==> config.mk <==
export PLATFORM = sky130hd
export DESIGN_NAME = pip_front
export DESIGN_NICKNAME = d
export VERILOG_FILES = /design/src/sv/pip_pkg.sv /design/src/sv/pip_front.sv
export SDC_FILE = /design/constraint.sdc
export NUM_CORES = 1
export LEC_CHECK = 0
export BUFFER_PORTS_ARGS = -buffer_cell sky130_fd_sc_hd__clkbuf_2
export CAP_MARGIN = 15
export CORE_UTILIZATION = 52
export DETAILED_ROUTE_END_ITERATION = 8
export PLACE_DENSITY = 0.78
export RECOVER_POWER = 50
export SETUP_SLACK_MARGIN = 0.3
export SYNTH_ARGS = -nofsm -noshare
export SYNTH_HDL_FRONTEND = slang
export SYNTH_SLANG_ARGS = --single-unit
export TNS_END_PERCENT = 10
==> constraint.sdc <==
create_clock -name clk -period 3.3 [get_ports clk]
set_input_delay 0.165 -clock clk [delete_from_list [all_inputs] [get_ports clk]]
set_output_delay 0.165 -clock clk [all_outputs]
set_load 0.03 [all_outputs]
==> src/sv/pip_pkg.sv <==
// Shared constants and command codes for the point-in-polygon test unit.
package pip_pkg;

  localparam int MAX_VERTICES_DEF = 64;
  localparam int COORD_BITS_DEF   = 16;

  localparam logic [1:0] CMD_CLEAR  = 2'd0;
  localparam logic [1:0] CMD_APPEND = 2'd1;
  localparam logic [1:0] CMD_QUERY  = 2'd2;
  localparam logic [1:0] CMD_NONE   = 2'd3;

  localparam int CMD_W = 2;
  localparam int QDEPTH = 2;

endpackage

==> src/sv/pip_front.sv <==
// Front end: two-entry command queue toward the execution engine.
module pip_front #(
  parameter int CW = pip_pkg::COORD_BITS_DEF
) (
  input  logic                    clk,
  input  logic                    rst_n,
  input  logic                    in_valid,
  output logic                    in_stall,
  input  logic [1:0]              in_cmd,
  input  logic signed [CW-1:0]    in_coord_x,
  input  logic signed [CW-1:0]    in_coord_y,
  output logic                    q_valid,
  input  logic                    q_pop,
  output logic [1:0]              q_cmd,
  output logic signed [CW-1:0]    q_x,
  output logic signed [CW-1:0]    q_y
);
  import pip_pkg::*;

  localparam int EW = CMD_W + 2 * CW;

  logic [EW-1:0] mem_r [QDEPTH];
  logic          wp_r, rp_r;
  logic [1:0]    cnt_r;
  logic          push;

  assign in_stall = (cnt_r == 2'(QDEPTH));
  assign push     = in_valid && !in_stall;
  assign q_valid  = (cnt_r != 2'd0);
  assign {q_cmd, q_x, q_y} = mem_r[rp_r];

  always_ff @(posedge clk) begin
    if (push) begin
      mem_r[wp_r] <= {in_cmd, in_coord_x, in_coord_y};
    end
    if (!rst_n) begin
      wp_r  <= 1'b0;
      rp_r  <= 1'b0;
      cnt_r <= 2'd0;
    end else begin
      if (push) begin
        wp_r <= ~wp_r;
      end
      if (q_pop) begin
        rp_r <= ~rp_r;
      end
      cnt_r <= cnt_r + 2'(push) - 2'(q_pop);
    end
  end

endmodule

==> results of run 1 <==
-- per-layer routing --
| layer | vias to the layer above | global-route usage | share of wire |
|---|---|---|---|
| met5 | - | 0 | 0 |
| met4 | 0 | 0.1111 | 0.024 |
| met3 | 11 | 0.05159 | 0.064 |
| met2 | 55 | 0.2448 | 0.49 |
| met1 | 664 | 0.1715 | 0.42 |
| li1 | 668 | - | - |
-- logic make-up after synthesis --
logic type	after synthesis	synth area share
buf+inv	7	0.02913
flops	73	0.7555
fa+ha+maj	2	0.008825
mux	35	0.1783
simple gates	11	0.01898
xor+xnor	3	0.009269
-- path summary, 6_finish.rpt --
| kind | startpoint | endpoint | slack, ns | depth (start not counted) |
|---|---|---|---|---|
| worst min-delay path | in_coord_y[9] | mem_r[0][9] | 0.01 | 1 |
| worst min register to register | rp_r | rp_r | 0.53 | 2 |
| worst max-delay path | flip-flop | q_x[8] | 1.11 | 3 |
| worst max register to register | cnt_r[0] | mem_r[1][19] | 1.13 | 2 |
-- what timing repair did --
action                                 4_1_cts  5_1_grt
endpoints found under the hold margin        4        0
hold buffers                                 2        0
setup endpoints to repair                    0        0
-- registers in the layout, indices dropped and copies added (netlist names), named ones only --
signal  cells
mem_r      68
wp_r        1
rp_r        1
cnt_r       2
-- cell usage in the layout, fill, tap and decap left out, drive strengths merged, types with 2 or more instances in the layout --
| master | netlist | routed |
|---|---|---|
| buf | 4 | 2 |
| bufinv | 0 | 4 |
| clkbuf | 0 | 82 |
| dfxtp | 5 | 5 |
| dlygate4sd3 | 0 | 2 |
| edfxtp | 68 | 68 |
| ha | 2 | 2 |
| inv | 3 | 4 |
| mux2 | 34 | 34 |
| nand2 | 2 | 2 |
| nand2b | 2 | 2 |
| nor2 | 4 | 4 |
| xnor2 | 2 | 2 |
-- cell type report --
class	count	area, µm²
Fill cell	365	1668
Clock inverter	7	141.4
Multi-Input combinational cell	51	618.1
Clock buffer	9	123.9
Timing Repair Buffer	77	379.1
Tap cell	70	87.58
Sequential cell	73	2143
Inverter	3	11.26
-- cell usage after synthesis, drive strengths merged --
cell / n
and2: 1
and3: 1
buf: 4
dfxtp: 5
edfxtp: 68
ha: 2
inv: 3
mux2: 34
mux2i: 1
nand2: 2
nand2b: 2
nor2: 4
or2: 1
xnor2: 2
xor2: 1
-- through the flow --
stage               instances  total power, mW  instance area (µm²)    util
floorplan                 131            1.679                 2835       -
global placement          272            1.810                 3242  0.6268
detailed placement        272            1.825                 3242  0.6268
CTS                       290            2.718                 3527  0.6819
global route              290            2.790                 3505  0.6776
finish                    290            2.694                 3505  0.6776
-- power breakdown --
| part | internal (mW) | total (mW) | switching (mW) |
|---|---|---|---|
| clock network | 0.579 | 0.898 | 0.319 |
| logic | 0.214 | 0.566 | 0.352 |
| registers | 1.18 | 1.23 | 0.0551 |
| total | 1.97 | 2.69 | 0.726 |
==> results.toml, run 1 <==
[sta]
setup_ws_ns = 1.108
slew_violations = 35
fmax_mhz = 456.2
finalSetupViolations = 0
final-hold-violation-count = 0
setup_tns_ns = 0
worst_pin_slew_ns = 1.583
worst_hold_slack_ns = 0.01283
slew_headroom = -0.05539
period_share = 0.6643
skew_ns = 0.003174
min_period_ns = 2.192
rsz0062_at_grt = "no"

[cts]
cts_max_path_buffers = 2
cts_max_level = 3
post_cts_resized = 0
clk_latency_ns = 0.34
numCtsBuffers = 9
post_cts_buffers = 0
clockRootBuffer = "clkbuf_8"
cts_sinks = 73
clk_pin_slew_worst_paths_ns = 0.07
cts_tree = "done"

[logic_synthesis]
yosysSeqAreaShare = 0.7555
syn_inst = 131
yosysTopAreaCell = "edfxtp_1"
ys_ff_latch = 73
syn_area_per_cell_um2 = 21.64
ys_warn_count = 0
synth_top_area_frac = 0.7202
syn_area_mm2 = 0.002835
post_synth_num_cell_types = 17
synth_nets = 171
synth_area_leaders = "edfxtp_1 72%, mux2_4 16%, dfxtp_1 3.5%"

[detailed_routing]
drt-total-wl_um = 4176
vias_per_cell = 4.821
wl_per_cell_um = 14.40
vias = 1398
firstDrtPassIters = 4
drt_iter0_drc = 47
post-route-drc-count = 0
final_antenna_net_count = 0

[grt]
antenna_found_initial = 0
grt_pass1_wl_um = 5865
grt_max_degree = 35
grt_pass1_vias = 1295
grt-ovfl-total = 0
grtUsageTotal = 0.1531

[worst_setup_path]
cpPeakStageDelay_ns = 0.92
cp_slowest_cell = "dfxtp_2"
crit_path_start_kind = "flip-flop"
worstPathCellList = "buf_4 -> mux2_4 -> clkbuf_2"
worst-path-buf-inv = 2
worst-path-max-fanout = 29
cp_top_family = "flip-flops"
cp_data_required_time_ns = 3.13
critPathCaptureType = "output pin"
cp.arrival_ns = 2.03
criticalPathCategory = "reg2out"

[layout]
areaGrowthSynthToFinish_pct = 23.61
n_antenna_cell = 0
layout-drive-gt1-share = 0.5045
nNetsFinal = 255

[floorplanning]
rows = 26
die_w_um = 75.84
die_y_um = 75.84
die_area_mm2 = 0.005752
start_util = 0.5481
core_area_mm2 = 0.005172
io_pins = 74

[placed_design]
hpwl_um = 2676
dp_slack_ns = 1.440
gp_congestion = 0.7188
port_buffers = 73

[pwr]
leakagePower_nw = 1.401
power.density_mw_per_mm2 = 768.8
ir_drop_v = 0.0005162

[job]
cap_viol_max_count = 1

[hold_path]
hold_path.class = "in2reg"

[run_status]
failed_checks = "capacitance limit, slew limit"
outcome = "finished with violations"
No activity file was read; power rests on OpenSTA's default activity.
==> run 2: changes to the inputs <==
- ABC_AREA: not set -> 1
- clock period: 3.3 -> 2.2 ns (I/O delays scaled with it)
==> results.toml, run 2 <==
[run_status]
outcome = "complete, no violations"

[floorplanning]
core_area_mm2 = 0.005172
die_w_um = 75.91
start_util = 0.5491
die_area_mm2 = 0.005762
die_y_um = 75.91
rows = 26
io_pins = 74

[logic_synthesis]
postSynth.asyncResetShare = 0
ys_top_cells_by_count = "68 x edfxtp_1, 30 x mux2_4, 10 x nand2_1"
synth_most_common_cell = "edfxtp_1"
syn_area_per_cell_um2 = 20.29
ys.flop_type = "edfxtp_1"
ys_ff_latch = 73
synth_top_area_frac = 0.7189
yosysSeqAreaShare = 0.7542
post_synth_num_cell_types = 12
yosysTopAreaCell = "edfxtp_1"
synth_nets = 180
syn_inst = 140
syn_area_mm2 = 0.002840
synth_area_leaders = "edfxtp_1 72%, mux2_4 16%, dfxtp_1 3.5%"
ys_warn_count = 0
synth_edf_count = 68

[grt]
antenna_found_initial = 0
grt-ovfl-total = 0
grt_pass1_wl_um = 7431
grt_max_degree = 26
grtUsageTotal = 0.1768
grt_pass1_vias = 1602

[cts]
post_cts_resized = 0
clk_pin_slew_worst_paths_ns = 0.07
cts_sinks = 73
cts_max_path_buffers = 2
numCtsBuffers = 9
clockRootBuffer = "clkbuf_8"
cts_tree = "done"
cts_max_level = 3
clk_latency_ns = 0.33

[worst_setup_path]
r2r_setup_slack_ns = 0.36
crit_path_frequent_cell = "inv_1"
cp_slowest_cell = "dlymetal6s4s_1"
critPathCaptureType = "flip-flop"
cpPeakStageDelay_ns = 0.75
cp_top_family = "buffers and inverters"
rr_endpoint = "mem_r[1][7]"
worst-path-max-fanout = 18
cp_data_required_time_ns = 2.16
criticalPathCategory = "reg2reg"
worst-path-buf-inv = 3
cp.arrival_ns = 1.80
crit_path_start_kind = "flip-flop"
worstPathCellList = "inv_1 -> nand2_1 -> nand3_1 -> inv_1 -> dlymetal6s4s_1"
worstRegToRegCells = 5
r2r-start = "cnt_r[0]"

[detailed_routing]
drt-total-wl_um = 4731
final_antenna_net_count = 0
vias_per_cell = 4.787
drt_iter0_drc = 63
firstDrtPassIters = 4
vias = 1599
wl_per_cell_um = 14.16
post-route-drc-count = 0

[hold_path]
hold_depth = 3
min_from = "rst_n"
hold_path.class = "in2reg"
hold_end = "cnt_r[0]"

[layout]
layout-drive-gt1-share = 0.3788
nNetsFinal = 299
largest_reg_flops = 68
areaGrowthSynthToFinish_pct = 33.83
fillCellCount = 349
top_regs = "mem_r (68), cnt_r (2)"
regArea_mm2 = 0.002143
final_core_util = 0.7349
mostFrequentLayoutCells = "68 x edfxtp_1, 46 x clkbuf_2, 34 x dlygate4sd3_1, 30 x mux2_4, 27 x clkbuf_1"
final_common_cell = "edfxtp_1"
fin_area_mm2 = 0.003801
multiInputGateArea_um2 = 608.1
n_antenna_cell = 0
regMostFlops = "mem_r"

[placed_design]
gp_congestion = 0.6911
place_area_mm2 = 0.003293
dp_slack_ns = 0.6741
hpwl_um = 2842
port_buffers = 73

[pwr]
ir_drop_v = 0.0004912
power.density_mw_per_mm2 = 892.3
leakagePower_nw = 1.533

[sta]
rsz0062_at_grt = "no"
setup_ws_ns = 0.3600
slew_headroom = 0.4216
slew_violations = 0
setup_tns_ns = 0
worst_hold_slack_ns = 0.01336
period_share = 0.8364
skew_ns = 0.007245
fmax_mhz = 543.5
worst_pin_slew_ns = 0.8676
finalSetupViolations = 0
min_period_ns = 1.840
final-hold-violation-count = 0

[job]
cap_viol_max_count = 0
==> run 2: per-stage QoR <==
step / cells / total power [mW]
2_1_floorplan: 140 / 2.142
3_3_place_gp: 284 / 2.289
3_5_place_dp: 284 / 2.306
4_1_cts: 334 / 3.421
5_1_grt: 334 / 3.520
6_report: 334 / 3.392
==> run 2: routing by layer <==
metal,track usage,part of all wire
met5,0,0
met1,0.2003,0.42
met3,0.06988,0.069
met2,0.2973,0.50
met4,0.07500,0.011
==> run 2: cell families (layout without fill, tap and decap cells) <==
group                    count (synthesis)  in the layout  share of synthesized area
multiplexers                            34             34                     0.1744
buffers and inverters                   11            135                    0.03436
AND/OR/NAND/NOR                         18             18                    0.02467
flip-flops                              73             73                     0.7542
adder cells (fa/ha/maj)                  2              2                   0.008809
AO/OA/AOI/OAI                            2              2                   0.003524
==> run 2: what timing repair did <==
action / 4_1_cts / 5_1_grt
buffers inserted: 0 / 0
hold buffers: 34 / 0
endpoints found under the hold margin: 68 / 0
==> run 2: worst max path at each step <==
stage | from | end | cells past startpoint
after floorplan | cnt_r[0] | mem_r[0][0] | 4
after global routing | cnt_r[0] | mem_r[1][5] | 5
after CTS | flip-flop | q_x[8] | 3
after global placement | cnt_r[0] | cnt_r[1] | 10
final | cnt_r[0] | mem_r[1][7] | 5
after detailed placement | cnt_r[0] | cnt_r[1] | 10
==> run 2: final cells by class <==
type / count / area share
clock buffers: 9 / 0.03259
clock inverters: 7 / 0.02238
inverters: 7 / 0.006912
multi-input cells: 56 / 0.1600
flip-flops and latches: 73 / 0.5639
well taps: 70 / 0.02304
repair buffers: 112 / 0.1912
==> run 2: worst register-to-register path, delay by kind of cell (launching register included) <==
family	cells	cell delay (ns)
and+or+nand+nor	2	0.24
buffers and inverters	3	0.89
DFF	1	0.33
==> run 2: where the power goes <==
part,switching [mW],total [mW],leakage [nW],internal [mW]
clock,0.454,1.08,0.104,0.626
combinational,0.364,0.615,0.754,0.251
sequential,0.0396,1.70,0.675,1.66
total,0.858,3.39,1.53,2.53
==> run 3: changes to the inputs <==
- ABC_AREA: 1 -> 0
- CORE_UTILIZATION: 52 -> 47
- PLACE_DENSITY: 0.78 -> 0.74
- clock period: 2.2 -> 1.6 ns (I/O delays scaled with it)
==> results.toml, run 3 (same netlist as run 1, synthesis figures left out) <==
[sta]
setup_tns_ns = 0
worst_pin_slew_ns = 0.3774
skew_ns = 0.004105
slew_violations = 0
rsz0062_at_grt = "yes"
min_period_ns = 1.500
final-hold-violation-count = 0
period_share = 0.9378
slew_headroom = 0.7484
fmax_mhz = 666.5
finalSetupViolations = 0

[cts]
cts_sinks = 73
cts_max_path_buffers = 2
cts_tree = "done"
cts_max_level = 3
numCtsBuffers = 9
clockRootBuffer = "clkbuf_8"
clk_latency_ns = 0.32
clk_pin_slew_worst_paths_ns = 0.06

[pwr]
p_sw_mw = 1.495
p_clk_frac = 0.220
ir_drop_v = 0.0007489
total_power_mw = 5.131
p_seq_frac = 0.492
power.density_mw_per_mm2 = 1303
p_int_mw = 3.636
leakagePower_nw = 1.540
combPwrFrac = 0.288
netSwitchingFraction = 0.2914

[layout]
final_common_cell = "edfxtp_1"
mostFrequentLayoutCells = "68 x edfxtp_1, 36 x clkbuf_2, 34 x dlygate4sd3_1, 33 x mux2_4, 29 x clkbuf_1"
instances_no_fill = 331
largest_reg_flops = 68
n_antenna_cell = 0
nNetsFinal = 295
regMostFlops = "mem_r"
layout-drive-gt1-share = 0.4324
top_regs = "mem_r (68), cnt_r (2)"
areaGrowthSynthToFinish_pct = 38.92

[detailed_routing]
highest_layer = "met4"
drt_iter0_drc = 69
final_antenna_net_count = 0
firstDrtPassIters = 4
routed-wl-met3_um = 231
vias = 1534
vias_per_cell = 4.634
wl_per_cell_um = 14.55
wl_met2_um = 2572
drt-met1-wl_um = 1950
post-route-drc-count = 0
drt-total-wl_um = 4817

[hold_path]
hold_path.class = "in2reg"

[floorplanning]
rows = 27
start_util = 0.4996
die_y_um = 79.67
core_area_mm2 = 0.005675
io_pins = 74
die_area_mm2 = 0.006347
die_w_um = 79.67

[worst_setup_path]
r2r_setup_slack_ns = 0.12
critPathCaptureType = "output pin"
r2r-start = "cnt_r[0]"
crit_path_start_kind = "flip-flop"
worst-path-max-fanout = 12
cp.arrival_ns = 1.42
criticalPathCategory = "reg2out"
crit_path_end = "q_x[11]"
cp_data_required_time_ns = 1.52
worstRegToRegCells = 5
rr_endpoint = "mem_r[0][21]"

[job]
cap_viol_max_count = 0

[placed_design]
gp_congestion = 0.6676
hpwl_um = 3001
port_buffers = 73
dp.cells = 277

[grt]
antenna_found_initial = 0
grtUsageTotal = 0.1662
grt_pass1_vias = 1607
grt_max_degree = 29
grt_pass1_wl_um = 7555
grt-ovfl-total = 0

[run_status]
outcome = "complete, no violations"
## run 3: cell count changes in the layout (fill, tap and decap cells not counted), moves of 3 or more
cell,change
mux2_4,+3
inv_1,-5
nand2_1,-9
mux2_2,-3
buf_6,+3
clkbuf_2,-10
clkbuf_4,+11
## run 3: how the worst min path moves through the flow
stage	start	end	slack, ns	cells past startpoint
6_report	rst_n	cnt_r[0]	0.007	2
5_1_grt	rst_n	cnt_r[0]	0.02	2
4_1_cts	rst_n	cnt_r[0]	0.0009	2
3_5_place_dp	in_coord_y[10]	mem_r[1][10]	0.27	1
3_3_place_gp	in_cmd[1]	mem_r[0][33]	0.27	1
2_1_floorplan	in_coord_y[0]	mem_r[0][0]	0.18	0
## run 3: layer usage
layer  GRT usage  vias up
met2      0.3017       49
met3     0.04114        7
li1            -      744
met1      0.1829      734
met4     0.07091        0
met5           0        -
## run 3: final cells by class
| class | count | area [µm²] |
|---|---|---|
| tap | 72 | 90.09 |
| multi-input combinational | 51 | 678.2 |
| fill | 401 | 1737 |
| sequential | 73 | 2150 |
| timing repair buffer | 117 | 863.3 |
| inverter | 3 | 11.26 |
| clock inverter | 1 | 3.754 |
| clock buffer | 14 | 142.6 |
## run 3: repair_timing
item | in CTS | in global routing
endpoints found under the hold margin | 68 | 0
resized for setup | 24 | 12
setup endpoints to repair | 64 | 92
hold buffers | 34 | 0
pin swaps | 3 | 4
cloned | 1 | 1
setup buffers | 2 | 1
## run 3: worst max-delay path, stage by stage (launching register included)
cell	delay (ns)
dfxtp_4	0.43
buf_12	0.18
mux2_4	0.31
clkbuf_2	0.18
## run 3: metrics by stage
| step | hold WS (ns) | instance area (µm²) | setup slack (ns) | utilization |
|---|---|---|---|---|
| after floorplan | 0.1789 | 2860 | 0.1638 | - |
| after global placement | 0.2701 | 3321 | 0.1777 | 0.5851 |
| after detailed placement | 0.2726 | 3321 | 0.06547 | 0.5851 |
| after CTS | 0.0009265 | 3931 | 0.08092 | 0.6927 |
| after global routing | 0.01669 | 3939 | 0.04270 | 0.6940 |
| final | 0.007428 | 3939 | 0.09954 | 0.6940 |
## run 3: power by group through the flow
stage / clock, mW / combinational (mW) / sequential [mW]
floorplan: 0 / 0.969 / 2.52
global placement: 0 / 1.30 / 2.53
detailed placement: 0 / 1.31 / 2.55
CTS: 1.16 / 1.49 / 2.52
global route: 1.23 / 1.58 / 2.55
finish: 1.13 / 1.48 / 2.52
